[src/design/lttc_pkg.sv]
// Shared types and constants for the logo text to cell parser.
// Used by the front parser, the bundle queue, the result serialiser and the top level.
package lttc_pkg;

  // Text area limits
  localparam int MAX_ROWS    = 64;
  localparam int MAX_COLUMNS = 128;

  // Row counter also holds the extra row counted at end of text
  localparam int ROW_W = $clog2(MAX_ROWS + 2);
  localparam int COL_W = $clog2(MAX_COLUMNS + 1);

  // One input byte gives at most this many results
  localparam int SLOTS  = 4;
  localparam int SLOT_W = $clog2(SLOTS);

  // Queue between parser and serialiser
  localparam int QUEUE_DEPTH = 4;
  localparam int QPTR_W      = $clog2(QUEUE_DEPTH);

  localparam logic [20:0] BAD_POINT = 21'h00FFFD;

  // Input action codes
  localparam logic ACT_BYTE = 1'b0;
  localparam logic ACT_END  = 1'b1;

  // Result kind codes
  localparam logic KIND_CELL    = 1'b0;
  localparam logic KIND_SUMMARY = 1'b1;

  typedef struct packed {
    logic        kind;
    logic [5:0]  row;
    logic [6:0]  column;
    logic [20:0] code_point;
    logic [3:0]  color;
    logic [6:0]  total_rows;
    logic [7:0]  total_columns;
  } result_t;

  // All results caused by one input item, in order
  typedef struct packed {
    result_t [SLOTS-1:0] slot;
    logic [SLOT_W-1:0]   last_idx;
  } bundle_t;

  typedef struct packed {
    logic    valid;
    bundle_t bundle;
  } push_t;

endpackage

[src/design/lttc_front.sv]
// Front parser: accepts text bytes, runs the UTF-8 / escape / colour decode and
// places cells, then hands each item's results to the queue as one bundle. Uses lttc_pkg.
module lttc_front (
  input  logic             clk,
  input  logic             rst_n,
  input  logic             in_valid,
  input  logic             in_action,
  input  logic [7:0]       in_text_byte,
  input  logic             q_full,
  output logic             in_stall,
  output lttc_pkg::push_t  push_o
);
  import lttc_pkg::*;

  localparam logic [7:0] CH_LF      = 8'h0A;
  localparam logic [7:0] CH_CR      = 8'h0D;
  localparam logic [7:0] CH_ESC     = 8'h1B;
  localparam logic [7:0] CH_SPACE   = 8'h20;
  localparam logic [7:0] CH_DOLLAR  = 8'h24;
  localparam logic [7:0] CH_ONE     = 8'h31;
  localparam logic [7:0] CH_NINE    = 8'h39;
  localparam logic [7:0] CH_BRACKET = 8'h5B;
  localparam logic [7:0] CH_UP_A    = 8'h41;
  localparam logic [7:0] CH_UP_Z    = 8'h5A;
  localparam logic [7:0] CH_LO_A    = 8'h61;
  localparam logic [7:0] CH_LO_Z    = 8'h7A;

  typedef enum logic [2:0] {
    MODE_NORMAL,
    MODE_UTF8,
    MODE_DOLLAR,
    MODE_ESC,
    MODE_CSI
  } mode_t;

  mode_t            mode_r, mode_nxt;
  logic [1:0]       seq_rem_r, seq_rem_nxt;
  logic [1:0]       seq_seen_r, seq_seen_nxt;
  logic [20:0]      partial_r, partial_nxt;
  logic [ROW_W-1:0] row_r, row_nxt;
  logic [COL_W-1:0] col_r, col_nxt;
  logic [COL_W-1:0] widest_r, widest_nxt;
  logic [3:0]       color_r, color_nxt;

  logic             accept;
  logic [7:0]       b;
  logic             is_cont, is_digit, is_letter;
  logic             do_normal, newline, summary, dollar_cell, tail_en;
  logic [20:0]      tail_cp;
  logic [20:0]      part;
  logic [1:0]       fc;
  logic [SLOTS-1:0] en;
  logic [20:0]      cp [SLOTS];
  logic [COL_W-1:0] col_w;
  logic [SLOT_W:0]  k;
  logic [ROW_W-1:0] end_rows;
  logic [COL_W-1:0] end_widest;
  result_t          cell_w;
  result_t          sum_w;
  bundle_t          bundle_w;

  assign in_stall = q_full;
  assign accept   = in_valid && !q_full;
  assign b        = in_text_byte;
  assign is_cont  = (b[7:6] == 2'b10);
  assign is_digit = (b >= CH_ONE) && (b <= CH_NINE);
  assign is_letter = ((b >= CH_UP_A) && (b <= CH_UP_Z)) ||
                     ((b >= CH_LO_A) && (b <= CH_LO_Z));
  assign part     = {partial_r[14:0], b[5:0]};

  // Decode: work out state updates and which characters get placed
  always_comb begin
    mode_nxt     = mode_r;
    seq_rem_nxt  = seq_rem_r;
    seq_seen_nxt = seq_seen_r;
    partial_nxt  = partial_r;
    color_nxt    = color_r;
    fc           = 2'd0;
    dollar_cell  = 1'b0;
    tail_en      = 1'b0;
    tail_cp      = BAD_POINT;
    do_normal    = 1'b0;
    newline      = 1'b0;
    summary      = 1'b0;

    if (accept) begin
      if (in_action == ACT_END) begin
        if (mode_r == MODE_UTF8) begin
          fc = seq_seen_r;
        end else if (mode_r == MODE_DOLLAR) begin
          dollar_cell = 1'b1;
        end
        summary = 1'b1;
      end else if (row_r < ROW_W'(MAX_ROWS)) begin
        unique case (mode_r)
          MODE_UTF8: begin
            if (is_cont) begin
              if (seq_rem_r <= 2'd1) begin
                tail_en      = 1'b1;
                tail_cp      = part;
                seq_seen_nxt = 2'd0;
                seq_rem_nxt  = 2'd0;
                partial_nxt  = 21'd0;
                mode_nxt     = MODE_NORMAL;
              end else begin
                partial_nxt  = part;
                seq_seen_nxt = seq_seen_r + 2'd1;
                seq_rem_nxt  = seq_rem_r - 2'd1;
              end
            end else begin
              // broken sequence: one bad cell per stored byte, then redo the byte
              fc           = seq_seen_r;
              seq_seen_nxt = 2'd0;
              seq_rem_nxt  = 2'd0;
              partial_nxt  = 21'd0;
              mode_nxt     = MODE_NORMAL;
              do_normal    = 1'b1;
            end
          end
          MODE_DOLLAR: begin
            mode_nxt = MODE_NORMAL;
            if (is_digit) begin
              color_nxt = 4'(b - CH_ONE);
            end else if (b == CH_DOLLAR) begin
              dollar_cell = 1'b1;
            end else begin
              dollar_cell = 1'b1;
              do_normal   = 1'b1;
            end
          end
          MODE_ESC: begin
            if (b == CH_BRACKET) begin
              mode_nxt = MODE_CSI;
            end else begin
              mode_nxt  = MODE_NORMAL;
              do_normal = 1'b1;
            end
          end
          MODE_CSI: begin
            if (is_letter) begin
              mode_nxt = MODE_NORMAL;
            end
          end
          default: begin
            mode_nxt  = MODE_NORMAL;
            do_normal = 1'b1;
          end
        endcase

        // Plain byte handling
        if (do_normal) begin
          if (b == CH_LF) begin
            newline = 1'b1;
          end else if (b == CH_CR) begin
            tail_en = 1'b0;
          end else if (b == CH_ESC) begin
            mode_nxt = MODE_ESC;
          end else if (b == CH_DOLLAR) begin
            mode_nxt = MODE_DOLLAR;
          end else if (!b[7]) begin
            tail_en = 1'b1;
            tail_cp = {13'd0, b};
          end else if (b[7:5] == 3'b110) begin
            partial_nxt  = {16'd0, b[4:0]};
            seq_rem_nxt  = 2'd1;
            seq_seen_nxt = 2'd1;
            mode_nxt     = MODE_UTF8;
          end else if (b[7:4] == 4'b1110) begin
            partial_nxt  = {17'd0, b[3:0]};
            seq_rem_nxt  = 2'd2;
            seq_seen_nxt = 2'd1;
            mode_nxt     = MODE_UTF8;
          end else if (b[7:3] == 5'b11110) begin
            partial_nxt  = {18'd0, b[2:0]};
            seq_rem_nxt  = 2'd3;
            seq_seen_nxt = 2'd1;
            mode_nxt     = MODE_UTF8;
          end else begin
            tail_en = 1'b1;
            tail_cp = BAD_POINT;
          end
        end
      end
    end
  end

  // Placement: walk the candidate characters in order, advancing the column
  always_comb begin
    en[0] = (fc != 2'd0) || dollar_cell;
    en[1] = (fc >= 2'd2);
    en[2] = (fc == 2'd3);
    en[3] = tail_en;
    cp[0] = dollar_cell ? {13'd0, CH_DOLLAR} : BAD_POINT;
    cp[1] = BAD_POINT;
    cp[2] = BAD_POINT;
    cp[3] = tail_cp;

    col_w    = col_r;
    k        = '0;
    bundle_w = '0;
    cell_w   = '0;
    for (int i = 0; i < SLOTS; i++) begin
      if (en[i] && (col_w < COL_W'(MAX_COLUMNS))) begin
        if (cp[i] != {13'd0, CH_SPACE}) begin
          cell_w.kind       = KIND_CELL;
          cell_w.row        = 6'(row_r);
          cell_w.column     = 7'(col_w);
          cell_w.code_point = cp[i];
          cell_w.color      = color_r;
          bundle_w.slot[k[SLOT_W-1:0]] = cell_w;
          k = k + 1'b1;
        end
        col_w = col_w + 1'b1;
      end
    end

    // End of text totals
    end_rows   = row_r + ROW_W'(col_w != '0);
    end_widest = (col_w > widest_r) ? col_w : widest_r;
    sum_w               = '0;
    sum_w.kind          = KIND_SUMMARY;
    sum_w.total_rows    = 7'(end_rows);
    sum_w.total_columns = 8'(end_widest);
    if (summary) begin
      bundle_w.slot[k[SLOT_W-1:0]] = sum_w;
      k = k + 1'b1;
    end
    bundle_w.last_idx = SLOT_W'(k - 1'b1);

    push_o.valid  = accept && (k != '0);
    push_o.bundle = bundle_w;
  end

  // Row, column and widest line updates
  always_comb begin
    row_nxt    = row_r;
    col_nxt    = col_w;
    widest_nxt = widest_r;
    if (newline) begin
      widest_nxt = (col_w > widest_r) ? col_w : widest_r;
      row_nxt    = row_r + 1'b1;
      col_nxt    = '0;
    end
  end

  // Parser state
  always_ff @(posedge clk) begin
    if (!rst_n) begin
      mode_r     <= MODE_NORMAL;
      seq_rem_r  <= 2'd0;
      seq_seen_r <= 2'd0;
      partial_r  <= 21'd0;
      row_r      <= '0;
      col_r      <= '0;
      widest_r   <= '0;
      color_r    <= 4'd0;
    end else if (summary) begin
      // a new text starts from the reset state
      mode_r     <= MODE_NORMAL;
      seq_rem_r  <= 2'd0;
      seq_seen_r <= 2'd0;
      partial_r  <= 21'd0;
      row_r      <= '0;
      col_r      <= '0;
      widest_r   <= '0;
      color_r    <= 4'd0;
    end else if (accept) begin
      mode_r     <= mode_nxt;
      seq_rem_r  <= seq_rem_nxt;
      seq_seen_r <= seq_seen_nxt;
      partial_r  <= partial_nxt;
      row_r      <= row_nxt;
      col_r      <= col_nxt;
      widest_r   <= widest_nxt;
      color_r    <= newline ? 4'd0 : color_nxt;
    end
  end

  // End of text always leaves the parser back at the start of a fresh text
  a_end_clears: assert property (@(posedge clk) disable iff (!rst_n)
    accept && (in_action == ACT_END) |=> (row_r == '0) && (col_r == '0) &&
                                         (mode_r == MODE_NORMAL))
    else $error("parser state not cleared after end of text");

endmodule

[src/design/lttc_queue.sv]
// Short queue of result bundles between the front parser and the serialiser.
// Register based, one write and one head read per cycle. Uses lttc_pkg.
module lttc_queue (
  input  logic              clk,
  input  logic              rst_n,
  input  lttc_pkg::push_t   push_i,
  input  logic              pop_i,
  output logic              full_o,
  output logic              head_valid_o,
  output lttc_pkg::bundle_t head_o
);
  import lttc_pkg::*;

  bundle_t            mem_r [QUEUE_DEPTH];
  logic [QPTR_W-1:0]  wr_ptr_r, wr_ptr_nxt;
  logic [QPTR_W-1:0]  rd_ptr_r, rd_ptr_nxt;
  logic [QPTR_W:0]    count_r, count_nxt;

  assign full_o       = (count_r == (QPTR_W + 1)'(QUEUE_DEPTH));
  assign head_valid_o = (count_r != '0);
  assign head_o       = mem_r[rd_ptr_r];

  // Pointer and occupancy update
  always_comb begin
    wr_ptr_nxt = push_i.valid ? wr_ptr_r + 1'b1 : wr_ptr_r;
    rd_ptr_nxt = pop_i ? rd_ptr_r + 1'b1 : rd_ptr_r;
    count_nxt  = count_r + (QPTR_W + 1)'(push_i.valid) - (QPTR_W + 1)'(pop_i);
  end

  always_ff @(posedge clk) begin
    if (!rst_n) begin
      wr_ptr_r <= '0;
      rd_ptr_r <= '0;
      count_r  <= '0;
    end else begin
      wr_ptr_r <= wr_ptr_nxt;
      rd_ptr_r <= rd_ptr_nxt;
      count_r  <= count_nxt;
    end
  end

  // Bundle storage
  always_ff @(posedge clk) begin
    if (push_i.valid) begin
      mem_r[wr_ptr_r] <= push_i.bundle;
    end
  end

  a_no_overflow: assert property (@(posedge clk) disable iff (!rst_n)
    push_i.valid |-> !full_o || pop_i)
    else $error("bundle written into a full queue");

  a_no_underflow: assert property (@(posedge clk) disable iff (!rst_n)
    pop_i |-> head_valid_o)
    else $error("bundle popped from an empty queue");

endmodule

[src/design/lttc_back.sv]
// Result serialiser: walks the head bundle of the queue, one result per transfer,
// and flags the last result of each input item. Uses lttc_pkg.
module lttc_back (
  input  logic              clk,
  input  logic              rst_n,
  input  logic              head_valid_i,
  input  lttc_pkg::bundle_t head_i,
  output logic              pop_o,
  output logic              out_valid,
  input  logic              out_stall,
  output logic              out_kind,
  output logic [5:0]        out_cell_row,
  output logic [6:0]        out_cell_column,
  output logic [20:0]       out_code_point,
  output logic [3:0]        out_color_index,
  output logic [6:0]        out_total_rows,
  output logic [7:0]        out_total_columns,
  output logic              out_run_last
);
  import lttc_pkg::*;

  logic [SLOT_W-1:0] idx_r, idx_nxt;
  result_t           cur;
  logic              xfer;

  assign cur               = head_i.slot[idx_r];
  assign out_valid         = head_valid_i;
  assign out_kind          = cur.kind;
  assign out_cell_row      = cur.row;
  assign out_cell_column   = cur.column;
  assign out_code_point    = cur.code_point;
  assign out_color_index   = cur.color;
  assign out_total_rows    = cur.total_rows;
  assign out_total_columns = cur.total_columns;
  assign out_run_last      = (idx_r == head_i.last_idx);

  assign xfer  = out_valid && !out_stall;
  assign pop_o = xfer && out_run_last;

  // Slot index within the head bundle
  always_comb begin
    idx_nxt = idx_r;
    if (xfer) begin
      idx_nxt = out_run_last ? '0 : idx_r + 1'b1;
    end
  end

  always_ff @(posedge clk) begin
    if (!rst_n) begin
      idx_r <= '0;
    end else begin
      idx_r <= idx_nxt;
    end
  end

  a_idx_in_bundle: assert property (@(posedge clk) disable iff (!rst_n)
    head_valid_i |-> idx_r <= head_i.last_idx)
    else $error("slot index beyond the head bundle");

  a_summary_last: assert property (@(posedge clk) disable iff (!rst_n)
    out_valid && (out_kind == KIND_SUMMARY) |-> out_run_last)
    else $error("end summary not the last result of its item");

endmodule

[src/design/logo_text_to_cell_parser_top.sv]
// Top level of the logo text to cell parser.
// Instantiates lttc_front, lttc_queue and lttc_back; uses lttc_pkg.
//
// Takes one logo text byte (or an end-of-text marker) per transfer and gives a
// character cell for each visible character, plus a summary with the row count
// and widest line at end of text. A new item can be accepted every cycle while
// the queue is not full; its results leave the queue one per output transfer,
// so an item that causes several results (a broken UTF-8 sequence, or a cut-off
// one at end of text, gives up to four) holds the output for one transfer per
// result. Up to four items' worth of results wait in the queue between parser
// and serialiser; in_stall rises only when that queue is full. Items that give
// no result (spaces, colour markers, escapes) pass without using the output.
module logo_text_to_cell_parser_top (
  input  logic        clk,
  input  logic        rst_n,
  input  logic        in_valid,
  output logic        in_stall,
  input  logic        in_action,
  input  logic [7:0]  in_text_byte,
  output logic        out_valid,
  input  logic        out_stall,
  output logic        out_kind,
  output logic [5:0]  out_cell_row,
  output logic [6:0]  out_cell_column,
  output logic [20:0] out_code_point,
  output logic [3:0]  out_color_index,
  output logic [6:0]  out_total_rows,
  output logic [7:0]  out_total_columns,
  output logic        out_run_last
);
  import lttc_pkg::*;

  push_t   push;
  logic    q_full;
  logic    head_valid;
  bundle_t head;
  logic    pop;

  // Parser front end
  lttc_front u_front (
    .clk          (clk),
    .rst_n        (rst_n),
    .in_valid     (in_valid),
    .in_action    (in_action),
    .in_text_byte (in_text_byte),
    .q_full       (q_full),
    .in_stall     (in_stall),
    .push_o       (push)
  );

  // Bundle queue
  lttc_queue u_queue (
    .clk          (clk),
    .rst_n        (rst_n),
    .push_i       (push),
    .pop_i        (pop),
    .full_o       (q_full),
    .head_valid_o (head_valid),
    .head_o       (head)
  );

  // Result serialiser
  lttc_back u_back (
    .clk               (clk),
    .rst_n             (rst_n),
    .head_valid_i      (head_valid),
    .head_i            (head),
    .pop_o             (pop),
    .out_valid         (out_valid),
    .out_stall         (out_stall),
    .out_kind          (out_kind),
    .out_cell_row      (out_cell_row),
    .out_cell_column   (out_cell_column),
    .out_code_point    (out_code_point),
    .out_color_index   (out_color_index),
    .out_total_rows    (out_total_rows),
    .out_total_columns (out_total_columns),
    .out_run_last      (out_run_last)
  );

endmodule

[config.mk]
export PLATFORM = sky130hd
export DESIGN_NAME = logo_text_to_cell_parser_top
export DESIGN_NICKNAME = d
export VERILOG_FILES = /design/src/design/lttc_pkg.sv /design/src/design/lttc_front.sv /design/src/design/lttc_queue.sv /design/src/design/lttc_back.sv /design/src/design/logo_text_to_cell_parser_top.sv
export SDC_FILE = /design/constraint.sdc
export NUM_CORES = 1
export LEC_CHECK = 0
export BUFFER_PORTS_ARGS = -buffer_cell sky130_fd_sc_hd__buf_2
export CAP_MARGIN = 10
export CORE_MARGIN = 3
export CORE_UTILIZATION = 40
export CTS_CLUSTER_DIAMETER = 30
export DETAILED_ROUTE_END_ITERATION = 10
export PLACE_DENSITY = 0.64
export SYNTH_ARGS = -nofsm -noshare
export SYNTH_HDL_FRONTEND = slang
export SYNTH_HIERARCHICAL = 1
export SYNTH_SLANG_ARGS = --single-unit
[constraint.sdc]
create_clock -name clk -period 11.4 [get_ports clk]
set_input_delay 0.57 -clock clk [delete_from_list [all_inputs] [get_ports clk]]
set_output_delay 0.57 -clock clk [all_outputs]
set_load 0.005 [all_outputs]
* After elaboration in Yosys (flattened, before gate mapping)
Memory sizes are Yosys's and may differ from the RTL's. A register that Yosys moved wholly into a read port is not among the register bits.
Cells that the tools add are included.
** Word-level totals
- Register bits :: 64
- Bits in writable memories :: 872
- Output and inout bits :: 57
- Logic and storage cells :: 259
- Memories :: 1
** Operators by class
- Add/subtract/negate cells :: 19
- Magnitude comparators :: 23
- Equal/unequal tests :: 19
- Mux-type cells :: 153
- Bitwise logic cells :: 2
- Reductions and logical operators :: 30
** Memory list
- u_queue.mem_r :: depth 4, bits a word 218, read ports 1, clocked after memory_dff 1, wr ports 1, line lttc_queue.sv:14 : bundle_t mem_r [QUEUE_DEPTH];
** Operator list (count)
- 2-to-1 mux 216 bit :: 5
- bitwise mux 216 bit :: 4
- 2-to-1 mux 21 bit :: 27
- demux 54 bit (select 2 bit) :: 4
- 2-to-1 mux 54 bit :: 6
- binary-select mux 54 bit (select 2 bit) :: 1
- 2-to-1 mux 2 bit :: 33
- 2-to-1 mux 3 bit :: 19
- 2-to-1 mux 53 bit :: 1
- 2-to-1 mux 8 bit :: 6
- inequality test 21 x 6 -> 1 bit, second input constant :: 2
- 2-to-1 mux 1 bit :: 39
- adder 8 x 1 -> 8 bit, second input constant :: 4
- < comparator 8 bit, second input constant :: 4
- 2-to-1 mux 4 bit :: 5
- == test 8 x 4 -> 1 bit, second input constant :: 2
- greater-or-equal comparator 8 x 7 -> 1 bit, second input constant :: 2
- <= comparator 8 x 7 -> 1 bit, second input constant :: 2
- 2-to-1 mux 16 bit :: 1
- logical AND 1 bit :: 15
- < comparator 2 x 3 -> 1 bit, second input constant :: 5
- adder 3 x 1 -> 3 bit, second input constant :: 4
- == test 3 bit, second input constant :: 3
- case mux 3 bit (3 select lines) :: 1
- other kinds (35) :: 51

* Depth between registers and ports, before layout
Gate-level depths: netlist (run 1).
- Word-level depth :: 25
- Gate-level depth with buffers :: 33
- Mapped depth without buffers :: 30

* Hierarchy
Netlist (run 1), hierarchy kept.
** Modules (own cells, without submodules)
- lttc_queue :: times used 1, cells each 1181, area each 31818.0 µm², seq. area each 26365.3 µm²
- lttc_front :: times used 1, cells each 933, area each 6279.8 µm², seq. area each 980.9 µm²
- lttc_back :: times used 1, cells each 82, area each 1455.1 µm², seq. area each 40.0 µm²

* Worst setup path before layout (run 1)
No wires, ideal clock.
- Path kind :: input to register
- Start point :: in in_text_byte[0]
- End point :: mem u_queue/mem_r[0][0] (netlist name), enable pin
- Library setup time :: 0.605 ns
- Arrival time :: 11.185 ns
- Path slack :: -0.390 ns
- Stages :: 27
- Cell sequence :: inv_1 > ha_1 > or3b_1 > a21oi_2 > o21ai_4 > a21oi_1 > ha_1 > clkbuf_1 > inv_1 > o211a_1 > a211o_1 > and4_1 > buf_4 > a31oi_2 > clkbuf_1 > xnor2_1 > inv_1 > ha_1 > nand2_1 > o21ai_0 > ha_1 > nand2_1 > clkinv_1 > nor2_1 > xnor2_1 > a21oi_1 > and2_1
** RTL lines
- from (decl) :: line logo_text_to_cell_parser_top.sv:19 : input logic [7:0] in_text_byte,
- to (decl) :: line lttc_queue.sv:14

==> results of run 1 <==
[routing by layer]
layer / global-route usage (%) / part of all wire (%) / up-vias
li1: - / - / 9232
met1: 24.2 / 41 / 11100
met2: 29.7 / 49 / 786
met3: 4.20 / 7.1 / 147
met4: 6.48 / 2.7 / 2
met5: 0 / 0.014 / -
[power by group]
| group | internal (W) | switching, W | total, W |
|---|---|---|---|
| Combinational | 0.000456 | 0.000539 | 0.000995 |
| Sequential | 0.00391 | 0.0000716 | 0.00398 |
| Clock | 0.00312 | 0.00170 | 0.00482 |
| Total | 0.00749 | 0.00231 | 0.00979 |
[logic make-up (layout without fill, tap and decap cells)]
kind of cell / count (synthesis) / in the layout / share of synthesized area, %
DFF: 932 / 932 / 69.2
adders and majority gates: 41 / 41 / 1.32
and+or+nand+nor: 464 / 464 / 5.77
xor gates and xnor gates: 52 / 52 / 1.30
buffers and inverters: 168 / 466 / 2.10
AOI/OAI and AO/OA: 245 / 245 / 4.19
other: 0 / 2 / 0
muxes: 294 / 294 / 16.1
[critical path, stage by stage, from the launching register on]
cell and delay, ps:
dfxtp_1 350, inv_1 80, and3_1 200, nor2b_1 500, and3_1 360, o21ai_4 130, a21oi_1 750, ha_1 380
nor2_1 70, nand2_1 100, a211oi_1 70, a211o_1 350, and4_1 330, a31oi_2 790, nand2_1 530, o21a_1 320
ha_1 330, nand2_1 60, o21ai_0 190, ha_1 260, nand2_1 500, clkinv_1 540, nor2_1 250, xnor2_1 80
a21oi_1 550, and2_4 850, buf_4 380
[layout make-up]
class,count,area [sq um]
Clock inverter,117,1400
Antenna cell,2,5.00
Sequential cell,932,27400
Fill cell,7911,50400
Tap cell,1276,1600
Multi-Input combinational cell,1096,11400
Inverter,42,158
Timing Repair Buffer,124,896
Clock buffer,183,4210
[layout by cell type, fill, tap and decap left out, drive strengths merged, types with 8 or more instances in the layout]
cell      netlist  routed
a31oi          14      14
buf            77     124
o21ai          32      32
bufinv          0      19
a22oi          17      17
a21oi          95      95
or2             8       8
clkinvlp        0      25
inv            39      58
a211oi         30      30
xor2           19      19
and2           68      68
edfxtp        872     872
xnor2          32      32
dfxtp          60      60
nand2b         13      13
mux4          272     272
clkbuf         49     183
a311oi          8       8
nor2          198     198
clkinv          3      57
nor3           25      25
ha             40      40
o211ai          9       9
nand2          70      70
nand3          19      19
nor2b           8       8
nand4           9       9
mux2i          19      19
[sequential cells by signal, indices dropped and copies added, names as in the netlist, 3 cells and up, named ones only]
register	count
u_front/mode_r	3
u_front/color_r	4
u_queue/mem_r	872
u_front/widest_r	8
u_queue/count_r	3
u_front/partial_r	15
u_front/col_r	8
u_front/row_r	7
[worst paths after layout]
kind                        from              endpoint
max           u_queue/count_r[1]  u_queue/mem_r[3][81]
min              in_text_byte[0]    u_front/color_r[0]
max reg2reg   u_queue/count_r[1]  u_queue/mem_r[3][81]
min reg2reg  u_front/widest_r[7]   u_front/widest_r[7]
[per-stage QoR]
stage | worst slack, ps | total power [W] | instance area [sq um] | hold WS [ps] | utilization (%)
after floorplan | 2030 | 0.00473 | 39600 | 478 | -
after global placement | 1580 | 0.00506 | 41400 | 491 | 42.5
after detailed placement | 1310 | 0.00507 | 41400 | 505 | 42.5
after CTS | 1590 | 0.00991 | 47000 | 123 | 48.3
after global routing | 921 | 0.0102 | 47000 | 140 | 48.3
final | 1700 | 0.00979 | 47000 | 171 | 48.3
==> impl_metrics.tcl, run 1 <==
set metrics [dict create \
    run_status "completed" \
    worst-setup-path-type "reg2reg" \
    drt_drc_violations_left 0 \
    final_cells 3772 \
    worst_slew_pin_slew_ps 1190 \
    ys_seq_elements 932 \
    irDropWorstVdd_mv 0.116 \
    regToRegSetupSlack_ps 1700 \
    worst_ep_required_time_ps 11820 \
    synth_top_cell_by_area "edfxtp_1" \
    drtPass1Iterations 5 \
    numClockSinks 932 \
    holdCritPathClass "in2reg" \
    cts.reportedPaths.clkPinSlew_ps 50 \
    std_cell_rows 114 \
    grt_pass1_vias 22200 \
    leading_cell_types_by_count_after_synthesis "872 x edfxtp_1, 271 x mux4_2, 197 x nor2_1" \
    tns_ps 0 \
    io_buffers 69 \
    h-tree-depth 4 \
    ys_seq_area_share_pct 69.2 \
    cp-end-kind "register" \
    syn-num-nets 2250 \
    num-nets-final 2411 \
    cts_inserted_buffers 161 \
    clock-root-buffer "clkbuf_16" \
    routed_wl_microns 92800 \
    via_density_per_instance 5.64 \
    final.setup_skew_ps 38.7 \
    chipWidth_microns 320 \
    critical_path.max_fanout 44 \
    synth_most_common_cell "edfxtp_1" \
    chipHeight_microns 320 \
    synth_top_area_share_pct 66.2 \
    tritoncts "built" \
    final_hold_viol_count 0 \
    asyncSetResetFlopFracSynth_pct 0 \
    reg2reg_depth 26 \
    drt_iter0_drc 1915 \
    fin_crit_sh_pct 85.1 \
    place_inst 3470 \
    clk_latency_ps 740 \
    postSynthAreaPerCell_sq_um 18.0 \
    total_power_per_unit_cell_area_nw_per_um2 208 \
    cts_setup_buffers 0 \
    ctsHoldBuffers 0 \
    post-dp-hpwl_microns 56600 \
    cp_data_arrival_time_ps 10110 \
    syn-cell-area_sq_um 39600 \
    globalRoute.totalOverflow 0 \
    synthTopCellsByArea "edfxtp_1 66%, mux4_2 15%, dfxtp_1 3.0%" \
    total_leakage_power_nw 14.9 \
    ant_nets 0 \
    max-cap-violations 0 \
    dr_total_vias 21300 \
    route.detailed.wl_per_inst_microns 24.6 \
    die_area_sq_um 103000 \
    report.final.slew_viol_count 0 \
    worstSetupStartpointType "register" \
    gr-usage-all-layers_pct 18.2 \
    final_layout_size_suffix_gt1_share_pct 28.7 \
    postCtsResizedCells 0 \
    synth_top_flop_cell "edfxtp_1" \
    yosys_warnings 6 \
    min_period_ps 9700 \
    final-setup-viol-count 0 \
    unrepaired_setup_endpoints_after_global_routing "no" \
    start_util_pct 40.6 \
    syn-instance-count 2196 \
    unique_cell_type_count_in_the_yosys_netlist 93 \
    worst_slew_slack_as_a_fraction_of_its_limit_pct 20.5 \
    floorplan.io_pins 70 \
    grt_max_degree 77 \
    grt_pass1_wl_microns 141000 \
    antenna_violations_before_repair 5 \
    floorplan.core_area_sq_um 97400 \
    clockBufferDepth 3 \
    synth_edf_count 872 \
    area.growth.synth_to_final_pct 18.9 \
    gp_congestion 0.871 \
    max_freq_ghz 0.103 \
    depth_of_the_worst_hold_timing_path 2 \
]
(Power assumes the default switching activity.)
==> inputs of run 2 (changes only) <==
--- a/config.mk
+++ b/config.mk
@@ -5,11 +5,13 @@
 export SDC_FILE = /design/constraint.sdc
 export NUM_CORES = 1
 export LEC_CHECK = 0
+export ABC_AREA = 1
+export ABC_CLOCK_PERIOD_IN_PS = 11400
 export BUFFER_PORTS_ARGS = -buffer_cell sky130_fd_sc_hd__buf_2
 export CAP_MARGIN = 10
 export CORE_MARGIN = 3
 export CORE_UTILIZATION = 40
-export CTS_CLUSTER_DIAMETER = 30
+export CTS_CLUSTER_DIAMETER = 200
 export DETAILED_ROUTE_END_ITERATION = 10
 export PLACE_DENSITY = 0.64
 export SYNTH_ARGS = -nofsm -noshare
==> impl_metrics.tcl, run 2 <==
set metrics [dict create \
    std_cell_rows 120 \
    synth_most_common_cell "edfxtp_1" \
    cp_data_arrival_time_ps 8120 \
    syn-instance-count 4078 \
    asyncSetResetFlopFracSynth_pct 0 \
    tritoncts "built" \
    gr-usage-all-layers_pct 18.2 \
    max_flop_register "u_queue/mem_r" \
    ctsHoldBuffers 0 \
    muxShareOfSynthArea_pct 0.0487 \
    run_status "completed" \
    floorplan.core_area_sq_um 108000 \
    dr_total_vias 28900 \
    ys_seq_elements 932 \
    clk_latency_ps 670 \
    grt_pass1_wl_microns 161000 \
    final-setup-viol-count 0 \
    antenna_violations_before_repair 9 \
    post_dp_cell_area_sq_um 44800 \
    globalRoute.totalOverflow 0 \
    layout_top_registers "u_queue/mem_r: 872 flops, u_front/partial_r: 15 flops" \
    chipWidth_microns 337 \
    synth_compound_gate_area_share_pct 16.1 \
    max_freq_ghz 0.128 \
    total_power_per_unit_cell_area_nw_per_um2 180 \
    num-nets-final 4103 \
    min_period_ps 7800 \
    cp-end-kind "register" \
    via_density_per_instance 5.23 \
    grt_pass1_vias 27400 \
    synthTopCellsByArea "edfxtp_1 60%, nand2_1 5.9%, inv_1 5.3%" \
    drtPass1Iterations 6 \
    drt_iter0_drc 2666 \
    start_util_pct 40.5 \
    die_area_sq_um 113000 \
    synth_top_flop_cell "edfxtp_1" \
    io_buffers 69 \
    syn-cell-area_sq_um 43700 \
    routed_wl_microns 104000 \
    postCtsResizedCells 0 \
    area.growth.synth_to_final_pct 9.27 \
    adder_cell_area_share_of_the_yosys_netlist_pct 1.19 \
    worst-setup-path-type "reg2reg" \
    leading_cell_types_by_count_after_synthesis "872 x edfxtp_1, 681 x nand2_1, 613 x inv_1" \
    critical_path.max_stage_delay_ps 690 \
    ys_seq_area_share_pct 62.7 \
    final_layout_size_suffix_gt1_share_pct 12.8 \
    worst_slew_pin_slew_ps 1100 \
    floorplan.io_pins 70 \
    worstSetupStartpointType "register" \
    yosys_warnings 6 \
    cts.reportedPaths.clkPinSlew_ps 60 \
    clock-root-buffer "clkbuf_16" \
    total_leakage_power_nw 17.5 \
    final_hold_viol_count 0 \
    multi_input_comb_area_sq_um 12500 \
    critPathMostFrequentCell "inv_1" \
    unrepaired_setup_endpoints_after_global_routing "no" \
    synth_edf_count 872 \
    post_synth_and_or_nand_nor_area_fraction_pct 10.9 \
    final.setup_skew_ps 24.3 \
    chipHeight_microns 337 \
    irDropWorstVdd_mv 0.115 \
    synth_top_cell_by_area "edfxtp_1" \
    fillers 9902 \
    unique_cell_type_count_in_the_yosys_netlist 59 \
    route.detailed.wl_per_inst_microns 18.8 \
    cts_inserted_buffers 92 \
    report.final.slew_viol_count 0 \
    worst_ep_required_time_ps 11720 \
    post-dp-hpwl_microns 60500 \
    flip_flop_count_of_the_largest_register_after_layout 872 \
    gp_congestion 0.913 \
    crit_slowest_cell "inv_8" \
    clockBufferDepth 3 \
    grt_max_degree 209 \
    h-tree-depth 3 \
    postSynthAreaPerCell_sq_um 10.7 \
    syn-num-nets 4132 \
    tns_ps 0 \
    drt_drc_violations_left 0 \
    mostFrequentLayoutCell "edfxtp_1" \
    numClockSinks 932 \
    ant_nets 0 \
    fin_crit_sh_pct 68.4 \
    max-cap-violations 0 \
    critical_path.max_fanout 111 \
    cts_setup_buffers 0 \
    synth_top_area_share_pct 59.9 \
    most-common-layout-cells "872 x edfxtp_1, 681 x nand2_1, 608 x inv_1" \
    worst_slew_slack_as_a_fraction_of_its_limit_pct 26.6 \
    ff_latch_area_sq_um 27400 \
    holdCritPathClass "in2reg" \
    final_cell_area_sq_um 47700 \
    main_combinational_cell_family_by_area_after_synthesis "compound AO/OA/AOI/OAI gates" \
    synth_xor_xnor_area_share_pct 0.372 \
]
-- run 2: cell count changes in the layout (fill, tap and decap cells not counted), sizes merged, moves of 23 or more --
cell      delta
nand2      +643
o22ai       +63
clkinvlp    -23
xnor2       -31
nor2       +122
mux4       -272
a21oi      +253
and2        -68
clkbuf      -61
o21ai      +357
o211ai     +209
nand3       +43
clkinv      -26
inv        +580
-- run 2: worst max-delay path, delay by kind of cell (launching register included) --
kind | cells | cell delay (ps)
flip-flops | 1 | 320
buffers and inverters | 11 | 2690
AO/OA/AOI/OAI | 3 | 550
AND/OR/NAND/NOR | 15 | 2960
adder cells (fa/ha/maj) | 3 | 730
-- run 2: final timing paths --
check | start | end | slack [ps] | depth (start not counted)
worst min-delay path | rst_n | u_queue/count_r[2] | 270 | 3
worst min register to register | u_front/widest_r[7] | u_front/widest_r[7] | 460 | 2
worst max-delay path | u_front/mode_r[1] | u_queue/mem_r[2][54] | 3600 | 32
worst max register to register | u_front/mode_r[1] | u_queue/mem_r[2][54] | 3600 | 32
-- run 2: logic make-up after synthesis --
| kind of cell | count (synthesis) |
|---|---|
| multiplexers | 2 |
| adder cells (fa/ha/maj) | 41 |
| buffers and inverters | 866 |
| AO/OA/AOI/OAI | 1063 |
| XOR/XNOR | 16 |
| flip-flops | 932 |
| AND/OR/NAND/NOR | 1158 |
-- run 2: power breakdown --
part	leakage, nW	internal (W)	total [W]	switching [W]
Sequential	8.80	0.00407	0.00414	0.0000755
Clock	1.43	0.00167	0.00293	0.00126
Combinational	7.23	0.000401	0.00152	0.00112
-- run 2: area by class of cell --
cell class | count | share of cell area [%]
tap | 1403 | 3.68
timing repair buffer | 109 | 1.54
antenna | 6 | 0.0314
inverter | 634 | 5.06
clock inverter | 42 | 0.857
clock buffer | 122 | 5.27
sequential | 932 | 57.4
multi-input combinational | 2280 | 26.2
-- run 2: per-stage QoR --
| stage | setup slack [ps] | power, W | util (%) | hold slack [ps] | cells |
|---|---|---|---|---|---|
| 6_report | 3600 | 0.00860 | 44.3 | 272 | 5528 |
| 2_1_floorplan | 1650 | 0.00527 | - | 426 | 4078 |
| 3_5_place_dp | 3240 | 0.00575 | 41.6 | 447 | 5357 |
| 3_3_place_gp | 3380 | 0.00573 | 41.6 | 436 | 5357 |
| 4_1_cts | 3620 | 0.00869 | 44.3 | 231 | 5521 |
| 5_1_grt | 2880 | 0.00900 | 44.3 | 260 | 5524 |
-- run 2: metal layers --
metal / wire length [microns] / up-vias / share of wire, % / global-route usage, %
met4: 2480 / 0 / 2.4 / 5.65
met5: 0 / - / 0 / 0
met3: 5910 / 155 / 5.7 / 2.29
met2: 49200 / 788 / 47 / 29.7
met1: 46500 / 14000 / 45 / 25.4
li1: - / 13900 / - / -
